`src/rtl/i64dm_pkg.sv`:
```
`timescale 1ns / 1ps
// ----------------------------------------------------------------------------
// i64dm_pkg
// Shared types and constants for the 64-bit divide/modulo unit.
// ----------------------------------------------------------------------------
package i64dm_pkg;

  localparam int unsigned W = 64;
  localparam int unsigned STAGES = 64;

  typedef enum logic [1:0] {
    CMD_SDIV = 2'd0,
    CMD_SREM = 2'd1,
    CMD_UDIV = 2'd2,
    CMD_UREM = 2'd3
  } cmd_t;

  // Per-request control that rides along the cell chain.
  typedef struct packed {
    logic          valid;
    logic          want_rem;
    logic          neg_q;
    logic          neg_r;
    logic          zero;
    logic [W-1:0]  orig_a;
  } ctl_t;

  // Partial remainder, quotient/dividend shift register and divisor.
  typedef struct packed {
    logic [W-1:0] rem;
    logic [W-1:0] quo;
    logic [W-1:0] dvs;
  } dat_t;

endpackage

```
`src/rtl/i64dm_cell.sv`:
```
`timescale 1ns / 1ps
// ----------------------------------------------------------------------------
// i64dm_cell
// One restoring-division step: shift in a dividend bit, trial subtract.
// ----------------------------------------------------------------------------
module i64dm_cell (
  input  logic           clk,
  input  logic           rst,
  input  logic           en,
  input  i64dm_pkg::ctl_t ctl_in,
  input  i64dm_pkg::dat_t dat_in,
  output i64dm_pkg::ctl_t ctl_out,
  output i64dm_pkg::dat_t dat_out
);
  import i64dm_pkg::*;

  logic [W:0]   trial;
  logic [W:0]   shifted;
  dat_t         dat_next;

  always_comb begin
    shifted = {dat_in.rem, dat_in.quo[W-1]};
    trial   = shifted - {1'b0, dat_in.dvs};
    dat_next.dvs = dat_in.dvs;
    if (!trial[W]) begin
      dat_next.rem = trial[W-1:0];
      dat_next.quo = {dat_in.quo[W-2:0], 1'b1};
    end else begin
      dat_next.rem = shifted[W-1:0];
      dat_next.quo = {dat_in.quo[W-2:0], 1'b0};
    end
  end

  always_ff @(posedge clk) begin
    if (rst) begin
      ctl_out.valid <= 1'b0;
    end else if (en) begin
      ctl_out.valid <= ctl_in.valid;
    end
  end

  always_ff @(posedge clk) begin
    if (en) begin
      ctl_out.want_rem <= ctl_in.want_rem;
      ctl_out.neg_q    <= ctl_in.neg_q;
      ctl_out.neg_r    <= ctl_in.neg_r;
      ctl_out.zero     <= ctl_in.zero;
      ctl_out.orig_a   <= ctl_in.orig_a;
      dat_out          <= dat_next;
    end
  end

endmodule
```
`config.mk`:
```
export PLATFORM = sky130hd
export DESIGN_NAME = i64dm_cell
export DESIGN_NICKNAME = d
export VERILOG_FILES = /design/src/rtl/i64dm_pkg.sv /design/src/rtl/i64dm_cell.sv
export SDC_FILE = /design/constraint.sdc
export NUM_CORES = 1
export LEC_CHECK = 0
export ABC_AREA = 1
export BUFFER_PORTS_ARGS = -buffer_cell sky130_fd_sc_hd__clkbuf_2
export CORE_MARGIN = 2
export CORE_UTILIZATION = 35
export CTS_CLUSTER_SIZE = 20
export DETAILED_ROUTE_END_ITERATION = 12
export RECOVER_POWER = 50
export REMOVE_ABC_BUFFERS = 1
export SLEW_MARGIN = 30
export SYNTH_ARGS = -nofsm -noshare
export SYNTH_HDL_FRONTEND = slang
export SYNTH_SLANG_ARGS = --single-unit
```
`constraint.sdc`:
```
create_clock -name clk -period 3.6 [get_ports clk]
set_clock_uncertainty 0.05 [all_clocks]
set_input_delay 0.72 -clock clk [delete_from_list [all_inputs] [get_ports clk]]
set_output_delay 0.72 -clock clk [all_outputs]
set_load 0.03 [all_outputs]
```
==> results of run 1 <==
[state kept, by name, summed over array words and instances, names as in the netlist]
name	count
ctl_out	69
dat_out	192
[worst reg2reg max path, stage by stage, from the launching register on]
cell                      delay [ns]
sky130_fd_sc_hd__dfxtp_1        0.31
sky130_fd_sc_hd__mux2i_1        0.15
sky130_fd_sc_hd__nor2_1         0.05
[layout make-up]
cell class	instances	area, sq um	area share
clock buffers	32	737	0.0381
repair buffers	542	2770	0.143
flip-flops and latches	261	7830	0.405
inverters	393	1480	0.0762
well taps	546	683	0.0353
clock inverters	18	231	0.0120
multi-input cells	1200	5620	0.291
[logic make-up (layout without fill, tap and decap cells)]
group	count (synthesis)	in the layout
adder cells (fa/ha/maj)	65	65
multiplexers	1	1
AO/OA/AOI/OAI	65	65
flip-flops	261	261
XOR/XNOR	31	31
buffers and inverters	406	985
AND/OR/NAND/NOR	1038	1038
[cells in the mapped netlist (2+ instances only)]
cell type and count:
sky130_fd_sc_hd__edfxtp_1 260, sky130_fd_sc_hd__o21ai_0 4, sky130_fd_sc_hd__inv_1 388, sky130_fd_sc_hd__and3_1 2, sky130_fd_sc_hd__nor3_1 12, sky130_fd_sc_hd__nor2_2 7, sky130_fd_sc_hd__nand2_2 29, sky130_fd_sc_hd__inv_2 4
sky130_fd_sc_hd__o21bai_1 8, sky130_fd_sc_hd__nand3_1 70, sky130_fd_sc_hd__ha_1 64, sky130_fd_sc_hd__xor2_1 30, sky130_fd_sc_hd__buf_2 6, sky130_fd_sc_hd__nor2_1 104, sky130_fd_sc_hd__nand4_1 17, sky130_fd_sc_hd__nor4_1 3
sky130_fd_sc_hd__a21oi_1 53, sky130_fd_sc_hd__nand2_1 788, sky130_fd_sc_hd__buf_8 2, sky130_fd_sc_hd__buf_12 3
[power by group]
part / switching [mW] / internal (mW) / leakage [nW]
clock: 1.22 / 1.83 / 0.463
sequential: 0.0919 / 3.70 / 2.55
combinational: 1.73 / 0.691 / 7.42
total: 3.04 / 6.22 / 10.4
[layer usage]
layer  up-vias  global-route usage  wire length [um]
met5         -                   0                 0
met1      6235               0.289             22700
met4         0              0.0469               894
met2       427               0.440             27900
li1       6899                   -                 -
met3        50              0.0350              3000
[per-stage QoR]
step           cell area (sq um)  total power [mW]  std cells  utilization  setup WS, ns
6_report                   19300              9.26       2992        0.452         0.797
3_5_place_dp               18500              6.30       2942        0.432         0.239
5_1_grt                    19300              9.69       2992        0.452         0.644
2_1_floorplan              14900              5.35       1854            -         0.365
4_1_cts                    19400              9.39       2992        0.454         0.838
3_3_place_gp               18500              6.28       2942        0.432         0.293
[worst min path at each step]
stage,start,to,slack (ns),cells after the start
2_1_floorplan,ctl_out[68],ctl_out[68],0.58,2
5_1_grt,rst,ctl_out[68],0.25,2
3_3_place_gp,ctl_out[68],ctl_out[68],0.43,2
3_5_place_dp,ctl_out[68],ctl_out[68],0.44,2
6_report,rst,ctl_out[68],0.27,2
4_1_cts,rst,ctl_out[68],0.24,2
==> results.env, run 1 <==
STATUS='finished with violations'
FAILED_CHECKS='max-capacitance violations, max-slew violations'
CPMAXSTAGEDELAYCELL='sky130_fd_sc_hd__fa_1'
POST_SYNTH.CELL_AREA_AVG_SQ_UM=8.07
SETUP_TOTAL_NEGATIVE_SLACK_NS=0
YOSYSTOPAREACELL='sky130_fd_sc_hd__edfxtp_1'
NUM_VIAS=13600
SYNTH-MAIN-FF-CELL='sky130_fd_sc_hd__edfxtp_1'
SYNTH-XOR-AREA-SHARE=0.0180
TIMING.CRITICAL_PATH.FROM_TYPE='primary input'
TIMING_WORST_SETUP_PATH_TYPE='primary input to flop'
WORST-PATH-BUF-INV=4
TYPE_OF_THE_MOST_CRITICAL_HOLD_PATH='primary input to flop'
SYNTH.YOSYS.SEQ_AREA_SHARE=0.520
CRITPATHMAXSTAGEDELAY_NS=0.44
SYNTH-ADDER-AREA-SHARE=0.0545
CLOCK-SINKS=261
CRITICAL_PATH.TOP_DELAY_FAMILY='simple AND/OR/NAND/NOR gates'
YOSYS_REGISTER_BITS=261
FP.COREAREA_SQ_UM=42800
AVGROUTEDWIREPERCELL_UM=18.2
MUXSHAREOFSYNTHAREA=0.000664
SYNTH_COMPOUND_GATE_AREA_SHARE=0.0229
MAIN_COMBINATIONAL_CELL_FAMILY_BY_AREA_AFTER_SYNTHESIS='simple AND/OR/NAND/NOR gates'
POSTCTSRESIZEDCELLS=0
DRT_WL_TOTAL_UM=54500
ROUTED_VIA_DENSITY=4.55
DIE_WIDTH_UM=211
TIMING.FINAL.CRIT_SHARE=0.779
NUM_IO_PINS=525
GP_CONGESTION=0.917
MAX-CLOCK-PATH-BUFFERS=3
GRT_MAX_DEGREE=81
SIMPLE_GATE_AREA_SHARE_OF_THE_YOSYS_NETLIST=0.277
DIEAREA_SQ_UM=44700
GRT_SETUP_UNREPAIRED='no'
WORST_REG_TO_REG_SETUP_SLACK_NS=2.94
WORST_IR_DROP_VDD_uV=311
ROW_COUNT=76
SETUP.WORST_PATH.START='dat_in[127]'
FINAL_NET_COUNT=2756
R2R_CELLS=2
CTS_BUFFER_COUNT=29
WHS_NS=0.272
FINAL-HOLD-VIOLATION-COUNT=0
GRT_PASS1_VIAS=13300
SYNTH_AREA_SQ_UM=15100
SLEW_OF_THE_PIN_WITH_THE_LOWEST_SLEW_MARGIN_NS=2.38
CRITPATHREQUIREDTIME_NS=3.86
SYNTHCELLS=1867
GRT_FIRST_PASS_WIRELENGTH_UM=78800
CLOCK_TREE.HTREE_LEVEL_COUNT=1
OVERFLOW=0
PLACE.DETAILED.HPWL_UM=46000
CRITICAL_PATH.ENDPOINT='dat_out[162]'
ANTENNA-DIODE-COUNT=0
SYNTH.TOP_CELL.AREA_SHARE=0.518
DRT_PASS1_ITERATIONS=7
EDFF_COUNT_SYNTH=260
CRITPATHCAPTURETYPE='flop'
DRC=0
TRITONCTS_CLOCK_TREE='built'
IO_BUFFERS=524
SYNTH_ASYNC_SR_FLOP_SHARE=0
RELATIVE_SLEW_MARGINS=-0.588
LAYOUT_CELLS_SIZED_ABOVE_1=0.233
INITIALDRTVIOLATIONCOUNT=1002
POSTROUTEANTENNANETS=0
POST_SYNTH_MAIN_AREA_CONTRIBUTORS='sky130_fd_sc_hd__edfxtp_1 (52%), sky130_fd_sc_hd__nand2_1 (20%), sky130_fd_sc_hd__inv_1 (9.7%)'
FINALMAXSLEWVIOLATIONS=78
FINALSETUPVIOLCOUNT=0
CLK_TRANSITION_REPORTED_PATHS_NS=0.06
CRITPATHMAXFANOUT=31
GRT_USAGE=0.236
CTS-HOLD-FIX-BUFFERS=0
START_UTIL=0.352
ANTENNA_VIOLATIONS_BEFORE_REPAIR=0
REG2REG_FROM='ctl_out[68]'
MAX_CAP_VIOLATIONS=1
POST_SYNTH_NUM_CELL_TYPES=33
YOSYSWARNINGS=0
MOST_COMMON_CELL_AFTER_LAYOUT_FILL_AND_TAPS_ASIDE='sky130_fd_sc_hd__nand2_1'
PWR_DENSITY_CELL_nW_PER_UM2=479
FILL_CELLS=4378
CTS.ROOT.BUFFER_CELL='sky130_fd_sc_hd__clkbuf_16'
FMAX_MHz=357
POWER_LEAKAGE_nW=10.4
DIE_H_UM=211
CRITICAL_PATH.CELL_CHAIN='clkbuf_2 -> inv_1 -> ha_1 -> fa_1 -> inv_1 -> nand2_1 -> nand2_1 -> nand3_1 -> nand2_2 -> nand2_1 -> nand2_2 -> nand2_1 -> nand2_2 -> nand2_2 -> nand3_1 -> nand2_4 -> buf_12 -> nand2_1 -> nand2_1'
CLKLATENCYLATEPIN_NS=0.55
NUMBER_OF_STAGES_ON_THE_WORST_SETUP_PATH=19
LAYOUT_COMMON_CELLS='sky130_fd_sc_hd__nand2_1 (788), sky130_fd_sc_hd__clkbuf_2 (466), sky130_fd_sc_hd__inv_1 (388)'
CRIT_ARRIVAL_NS=3.06
CTS_POST_SETUP_BUFFERS_INSERTED=0
POST_SYNTHESIS_TO_FINAL_LAYOUT_AREA_GROWTH_PCT=28.4
FINALWORSTPATHREQUIREDPERIOD_NS=2.80
REGTOREGENDPOINT='ctl_out[68]'
CP_MOST_FREQUENT_CELL='sky130_fd_sc_hd__nand2_1'
(Power assumes the default switching activity.)
==> run 2, diff against run 1 <==
==> constraint.sdc (replaced) <==
create_clock -name clk -period 2.48 [get_ports clk]
set_clock_uncertainty 0.05 [all_clocks]
set_input_delay 0.496 -clock clk [delete_from_list [all_inputs] [get_ports clk]]
set_output_delay 0.496 -clock clk [all_outputs]
set_load 0.03 [all_outputs]
==> run 2 against run 1 <==
Net effect: the flow now finishes without violations; setup slack lost 0.65 ns; total power grew 50%; clock power increased by 41%; count of clock-buffer cells in the layout unchanged; core utilization rose by 5.0 points; sequential power is 45% higher; critical path depth stayed put; flip-flop and latch count did not move; combinational power increased by 69%; largest power group unchanged; highest routed layer is now met5.
==> results.env, run 2 (synthesis gave the netlist of run 1 again) <==
STATUS='finished, final reports clean'
MET3_WIRELENGTH_UM=3320  # +11%
PROPORTION_OF_POWER_DRAWN_BY_THE_CLOCK_NETWORK=0.309  # -0.020
CPMAXSTAGEDELAYCELL='sky130_fd_sc_hd__ha_1'
MET2_LENGTH_UM=27600  # -1.1%
CRITPATHCAPTURETYPE='flop'
DRT_WL_TOTAL_UM=55700  # +2.2%
POSTROUTEANTENNANETS=0  # unchanged
CTS_BUFFER_COUNT=29  # unchanged
GRT_SETUP_UNREPAIRED='no'
SHARE_COMB_OF_TOTAL_POWER=0.295  # +0.034
FMAX_MHz=428
CTS-HOLD-FIX-BUFFERS=0  # unchanged
TOPROUTINGLAYERUSED='met5'
REGTOREGENDPOINT='ctl_out[68]'
CRITPATHMAXSTAGEDELAY_NS=0.32  # -0.12 ns
POST_SYNTHESIS_TO_FINAL_LAYOUT_AREA_GROWTH_PCT=42.7
CLOCK-SINKS=261  # unchanged
DIEAREA_SQ_UM=44700  # unchanged
FINALMAXSLEWVIOLATIONS=0  # -100%
LARGESTREGISTERS='dat_out (192), ctl_out (69)'
POWER.INTERNAL_mW=9.35  # +50%
CLKLATENCYLATEPIN_NS=0.55  # about the same
AVGROUTEDWIREPERCELL_UM=17.0  # -6.9%
TIMING_WORST_SETUP_PATH_TYPE='primary input to flop'
FILL_CELLS=4299  # -1.8%
SLEW_OF_THE_PIN_WITH_THE_LOWEST_SLEW_MARGIN_NS=1.26  # -1.12 ns
INITIALDRTVIOLATIONCOUNT=895  # -11%
SEQ_POWER_SHARE=0.396  # -0.013
CLOCK_TREE.HTREE_LEVEL_COUNT=1  # unchanged
START_UTIL=0.352  # unchanged
GRT_USAGE=0.238  # +0.00170
DRT_PASS1_ITERATIONS=5  # -2
DRC=0  # unchanged
TIMING.FINAL.CRIT_SHARE=0.941
MOST_COMMON_CELL_AFTER_LAYOUT_FILL_AND_TAPS_ASIDE='sky130_fd_sc_hd__nand2_1'
REG2REG_FROM='ctl_out[68]'
P_SW_mW=4.55  # +49%
GP_CONGESTION=0.938  # +2.4%
CRIT_ARRIVAL_NS=2.59  # -0.47 ns
CTS.ROOT.BUFFER_CELL='sky130_fd_sc_hd__clkbuf_16'
FINAL_AREA_SQ_UM=21500  # +11%
GRT_PASS1_VIAS=14500  # +8.9%
TYPE_OF_THE_MOST_CRITICAL_HOLD_PATH='primary input to flop'
WORST_IR_DROP_VDD_uV=467  # +50%
FINALSETUPVIOLCOUNT=0  # unchanged
MAX-CLOCK-PATH-BUFFERS=3  # unchanged
CRITPATHREQUIREDTIME_NS=2.74  # -1.12 ns
STDCELL_COUNT=3284  # +9.8%
ANTENNA_VIOLATIONS_BEFORE_REPAIR=5  # +5
IO_BUFFERS=524  # unchanged
PLACE_WORST_SETUP_SLACK_NS=-0.487  # -0.726 ns
OVERFLOW=0  # unchanged
FP.COREAREA_SQ_UM=42800  # unchanged
CRITICAL_PATH.CELL_CHAIN='clkbuf_1 -> inv_1 -> ha_1 -> nand2_1 -> inv_2 -> nand2_1 -> inv_1 -> nand2_1 -> nand2_1 -> nand2_1 -> nand2_1 -> a21oi_2 -> buf_4 -> nand2_2 -> nand2_2 -> nand2_4 -> buf_12 -> nand2_1 -> nand2_1'
REGISTERS.TOP_BY_FF_COUNT='dat_out'
FINAL-HOLD-VIOLATION-COUNT=0  # unchanged
SETUP.WORST_PATH.START='dat_in[37]'
NUMPLACEDINSTANCES=3230  # +9.8%
POWER_LEAKAGE_nW=11.8  # +13%
MET1WIRELENGTH_UM=23100  # +1.7%
FINALWORSTPATHREQUIREDPERIOD_NS=2.33
CRITICAL_PATH.ENDPOINT='dat_out[152]'
CRITPATHMAXFANOUT=29  # -6.5%
POST_DP_CELL_AREA_SQ_UM=20600  # +12%
CP_MOST_FREQUENT_CELL='sky130_fd_sc_hd__nand2_1'
TIMING.CRITICAL_PATH.FROM_TYPE='primary input'
SWITCHING_POWER_AS_A_SHARE_OF_TOTAL_POWER=0.327  # -0.00135
ROW_COUNT=76  # unchanged
NUM_VIAS=14600  # +7.6%
FINAL_NET_COUNT=3046  # +11%
PLACE.DETAILED.HPWL_UM=46500  # +1.0%
GRT_MAX_DEGREE=63  # -22%
RELATIVE_SLEW_MARGINS=0.161  # +0.750
TRITONCTS_CLOCK_TREE='built'
NUM_IO_PINS=525  # unchanged
LARGEST_REG_FLOPS=192  # unchanged
DIE_H_UM=211  # unchanged
POWER.TOTAL_mW=13.9  # +50%
GRT_FIRST_PASS_WIRELENGTH_UM=80200  # +1.7%
DIE_WIDTH_UM=211  # unchanged
FINAL_WORST_SLACK_NS=0.146  # -0.651 ns
ROUTED_VIA_DENSITY=4.46  # -2.0%
CLK_TRANSITION_REPORTED_PATHS_NS=0.06  # about the same
LAYOUT_COMMON_CELLS='sky130_fd_sc_hd__nand2_1 (788), sky130_fd_sc_hd__clkbuf_2 (466), sky130_fd_sc_hd__inv_1 (388)'
LAYOUT_CELLS_SIZED_ABOVE_1=0.314  # +0.0803
R2R_CELLS=2  # unchanged
WORST_REG_TO_REG_SETUP_SLACK_NS=1.84  # -1.10 ns
MAX_CAP_VIOLATIONS=0  # -1
PWR_DENSITY_CELL_nW_PER_UM2=647  # +35%
==> run 2: cell count changes in the layout (fill, tap and decap cells not counted), sizes merged <==
cell      delta
clkinvlp     -2
diode        +3
buf        +280
clkbuf      +10
clkinv       +3
inv          -1
bufinv       -1
==> run 2: routing by layer <==
metal	global-route usage	vias up
met5	0	-
met4	0.0707	6
met3	0.0433	86
met2	0.432	410
met1	0.286	6663
li1	-	7474
==> run 2: worst min-delay path by stage <==
stage | startpoint | to | slack, ns | cells past startpoint
3_5_place_dp | ctl_out[68] | ctl_out[68] | 0.44 | 2
3_3_place_gp | ctl_out[68] | ctl_out[68] | 0.43 | 2
5_1_grt | rst | ctl_out[68] | 0.01 | 2
6_report | rst | ctl_out[68] | 0.04 | 2
2_1_floorplan | rst | ctl_out[68] | 0.52 | 1
4_1_cts | rst | ctl_out[68] | 0.009 | 2
==> run 2: what timing repair did <==
item | in CTS | in global routing
endpoints found under the setup margin | 0 | 34
setup buffers | 0 | 0
gates resized for setup | 0 | 5
==> run 2: power by group through the flow <==
stage	Combinational (mW)	Sequential (mW)	Clock [mW]
after floorplan	1.32	6.45	0
after global placement	4.08	5.60	0
after detailed placement	4.11	5.59	0
after CTS	4.13	5.51	4.42
after global routing	4.47	5.54	4.56
final	4.10	5.51	4.29
==> run 2: final cells by class <==
| class | instances | area, sq um | share of cell area |
|---|---|---|---|
| clock inverters | 17 | 191 | 0.00890 |
| inverters | 393 | 1480 | 0.0686 |
| well taps | 546 | 683 | 0.0318 |
| flip-flops and latches | 261 | 7830 | 0.364 |
| multi-input cells | 1200 | 5650 | 0.263 |
| repair buffers | 832 | 4930 | 0.229 |
| diodes | 3 | 7.51 | 0.000349 |
| clock buffers | 32 | 737 | 0.0343 |
==> run 2: worst max-delay path, delay by kind of cell <==
| kind | cells | cell delay (ns) |
|---|---|---|
| AND/OR/NAND/NOR | 11 | 0.92 |
| adder cells (fa/ha/maj) | 1 | 0.32 |
| buffers and inverters | 6 | 0.60 |
| AO/OA/AOI/OAI | 1 | 0.22 |
==> run 2: metrics by stage <==
stage / hold WS (ns) / utilization / TNS [ns]
floorplan: 0.518 / - / -32.44
global placement: 0.433 / 0.482 / -25.78
detailed placement: 0.440 / 0.482 / -28.57
CTS: 0.00900 / 0.504 / 0
global route: 0.0149 / 0.502 / 0
finish: 0.0438 / 0.502 / 0
==> run 3, diff against run 2 <==
--- a/config.mk
+++ b/config.mk
@@ -7,11 +7,9 @@
 export LEC_CHECK = 0
 export ABC_AREA = 1
 export BUFFER_PORTS_ARGS = -buffer_cell sky130_fd_sc_hd__clkbuf_2
-export CORE_MARGIN = 2
 export CORE_UTILIZATION = 35
 export CTS_CLUSTER_SIZE = 20
 export DETAILED_ROUTE_END_ITERATION = 12
-export RECOVER_POWER = 50
 export REMOVE_ABC_BUFFERS = 1
 export SLEW_MARGIN = 30
 export SYNTH_ARGS = -nofsm -noshare
==> run 3 against run 2 <==
Net effect: global-route usage is 1.2 points higher; first-iteration DRC count is 17% lower; fmax hardly changed; flip-flop and latch count stayed put; critical endpoint is now dat_out[164]; setup slack hardly changed; routed wire length is 0.24% lower; count of clock-buffer cells in the layout is 1 lower; critical path type unchanged; total power is 1.9% higher; final cell count is 0.27% higher.
==> results.env, run 3 (synthesis gave the netlist of run 1 again) <==
STATUS='finished, final reports clean'
CTS_BUFFER_COUNT=28  # -3.4%
DIE_WIDTH_UM=209  # -0.95%
LARGEST_REG_FLOPS=192  # unchanged
FINAL_NET_COUNT=3059  # +0.43%
FINALWORSTPATHREQUIREDPERIOD_NS=2.33  # -0.00000700 ns
LAYOUT_CELLS_SIZED_ABOVE_1=0.341  # +0.0271
PWR_DENSITY_CELL_nW_PER_UM2=651  # +0.72%
GRT_USAGE=0.250  # +0.0120
POSTROUTEANTENNANETS=0  # unchanged
WORST_REG_TO_REG_SETUP_SLACK_NS=1.83  # about the same
DRC=0  # unchanged
PROPORTION_OF_POWER_DRAWN_BY_THE_CLOCK_NETWORK=0.320  # +0.011
CLOCK-SINKS=261  # unchanged
LAYOUT_COMMON_CELLS='sky130_fd_sc_hd__nand2_1 (787), sky130_fd_sc_hd__clkbuf_2 (523), sky130_fd_sc_hd__inv_1 (388)'
CRITPATHMAXSTAGEDELAY_NS=0.34  # +0.02 ns
ROUTED_VIA_DENSITY=4.46  # about the same
POST_DP_CELL_AREA_SQ_UM=20700  # +0.50%
FILL_CELLS=4141  # -3.7%
P_SW_mW=4.56  # +0.24%
CLKLATENCYLATEPIN_NS=0.56  # about the same
GRT_FIRST_PASS_WIRELENGTH_UM=82800  # +3.3%
CP_MOST_FREQUENT_CELL='sky130_fd_sc_hd__nand2_1'
ROW_COUNT=75  # -1.3%
TYPE_OF_THE_MOST_CRITICAL_HOLD_PATH='primary input to flop'
POWER.TOTAL_mW=14.2  # +1.9%
SEQ_POWER_SHARE=0.388  # -0.008
CRIT_ARRIVAL_NS=2.60  # about the same
POST_SYNTHESIS_TO_FINAL_LAYOUT_AREA_GROWTH_PCT=44.4
DIEAREA_SQ_UM=43900  # -1.9%
SWITCHING_POWER_AS_A_SHARE_OF_TOTAL_POWER=0.322  # -0.00535
WORST_IR_DROP_VDD_uV=579  # +24%
DRT_WL_TOTAL_UM=55600  # -0.24%
NUM_IO_PINS=525  # unchanged
CRITPATHCAPTURETYPE='flop'
GRT_MAX_DEGREE=67  # +6.3%
GRT_PASS1_VIAS=14700  # +1.9%
SETUP_TOTAL_NEGATIVE_SLACK_NS=0  # unchanged
FINAL-HOLD-VIOLATION-COUNT=0  # unchanged
FINAL_AREA_SQ_UM=21800  # +1.2%
GP_CONGESTION=0.935  # -0.36%
REGISTERS.TOP_BY_FF_COUNT='dat_out'
MULTIINPUTGATEAREA_SQ_UM=5630  # -0.35%
AVGROUTEDWIREPERCELL_UM=16.9  # -0.51%
SLEW_OF_THE_PIN_WITH_THE_LOWEST_SLEW_MARGIN_NS=0.404  # -0.854 ns
CRITPATHREQUIREDTIME_NS=2.75  # about the same
MAX-CLOCK-PATH-BUFFERS=3  # unchanged
MAX_CAP_VIOLATIONS=0  # unchanged
MOST_COMMON_CELL_AFTER_LAYOUT_FILL_AND_TAPS_ASIDE='sky130_fd_sc_hd__nand2_1'
TIMING_WORST_SETUP_PATH_TYPE='primary input to flop'
RELATIVE_SLEW_MARGINS=0.731  # +0.570
INITIALDRTVIOLATIONCOUNT=742  # -17%
LARGESTREGISTERS='dat_out (192), ctl_out (69)'
START_UTIL=0.357  # +0.00469
CLK_TRANSITION_REPORTED_PATHS_NS=0.06  # about the same
OVERFLOW=0  # unchanged
TIMING.FINAL.CRIT_SHARE=0.941  # about the same
CTS-HOLD-FIX-BUFFERS=0  # unchanged
REGAREA_SQ_UM=7830  # unchanged
FINALSETUPVIOLCOUNT=0  # unchanged
DRT_PASS1_ITERATIONS=5  # unchanged
GRT_SETUP_UNREPAIRED='no'
FP.COREAREA_SQ_UM=42200  # -1.3%
FINALMAXSLEWVIOLATIONS=0  # unchanged
WHS_NS=0.0511  # +0.00730 ns
CRITICAL_PATH.CELL_CHAIN='clkbuf_2 -> inv_1 -> ha_1 -> nand2_1 -> nor2_1 -> buf_4 -> nand2_1 -> inv_1 -> nand3b_1 -> nand3_1 -> nand3_1 -> nand3_1 -> nand2_1 -> nand2_2 -> nand2_1'
NUM_VIAS=14700  # +0.27%
CLOCK_TREE.HTREE_LEVEL_COUNT=1  # unchanged
CPMAXSTAGEDELAYCELL='sky130_fd_sc_hd__ha_1'
ANTENNA_VIOLATIONS_BEFORE_REPAIR=3  # -2
POWER_LEAKAGE_nW=12.1  # +2.3%
PLACE.DETAILED.HPWL_UM=47000  # +1.1%
CTS.ROOT.BUFFER_CELL='sky130_fd_sc_hd__clkbuf_16'
CRITPATHMAXFANOUT=4  # -86%
IO_BUFFERS=524  # unchanged
TIMING.CRITICAL_PATH.FROM_TYPE='primary input'
POWER.INTERNAL_mW=9.61  # +2.7%
DIE_H_UM=209  # -0.95%
TRITONCTS_CLOCK_TREE='built'
FMAX_MHz=428  # about the same
SHARE_COMB_OF_TOTAL_POWER=0.292  # -0.003
-- run 3: cell types whose count changed in the layout (fill, tap and decap cells not counted), moves of 3 or more --
| cell | change |
|---|---|
| sky130_fd_sc_hd__clkbuf_1 | -63 |
| sky130_fd_sc_hd__buf_12 | +3 |
| sky130_fd_sc_hd__clkinv_2 | +3 |
| sky130_fd_sc_hd__clkbuf_4 | -6 |
| sky130_fd_sc_hd__clkbuf_2 | +57 |
| sky130_fd_sc_hd__buf_4 | +23 |
-- run 3: final timing paths --
check                                  from            to  cells past startpoint
worst max register to register  ctl_out[68]   ctl_out[68]                      2
worst min-delay path                    rst   ctl_out[68]                      2
worst min register to register  ctl_out[68]   ctl_out[68]                      2
worst max-delay path             dat_in[18]  dat_out[164]                     15
-- run 3: area by class of cell --
class | instances | area share
repair buffers | 846 | 0.237
diodes | 2 | 0.000230
clock inverters | 21 | 0.0120
flip-flops and latches | 261 | 0.360
inverters | 393 | 0.0678
well taps | 539 | 0.0310
clock buffers | 31 | 0.0337
multi-input cells | 1200 | 0.259
-- run 3: metrics by stage --
step	cells	setup slack (ns)	util
2_1_floorplan	1854	-0.531	-
3_3_place_gp	3238	-0.419	0.491
3_5_place_dp	3238	-0.461	0.491
4_1_cts	3290	0.135	0.515
5_1_grt	3292	0.0128	0.515
6_report	3293	0.146	0.515
-- run 3: repair_timing --
| item | 4_1_cts | 5_1_grt |
|---|---|---|
| setup endpoints to repair | 0 | 61 |
| resized for setup | 0 | 2 |
| buffers inserted | 0 | 1 |
-- run 3: power groups by stage --
stage	clock, mW	sequential, mW	combinational, mW
4_1_cts	4.65	5.50	4.16
5_1_grt	4.79	5.54	4.50
6_report	4.54	5.50	4.13
3_5_place_dp	0	5.59	4.15
2_1_floorplan	0	6.45	1.32
3_3_place_gp	0	5.59	4.11
-- run 3: layer usage --
metal | up-vias | global-route usage | wire [um]
li1 | 7511 | - | -
met1 | 6688 | 0.303 | 23200
met2 | 413 | 0.458 | 28000
met3 | 65 | 0.0389 | 3070
met4 | 2 | 0.0682 | 1350
met5 | - | 0 | 16
-- run 3: worst max-delay path: cells and delay by family --
family,cells,cell delay (ns)
and+or+nand+nor,10,1.38
buffers and inverters,4,0.39
adders and majority gates,1,0.34
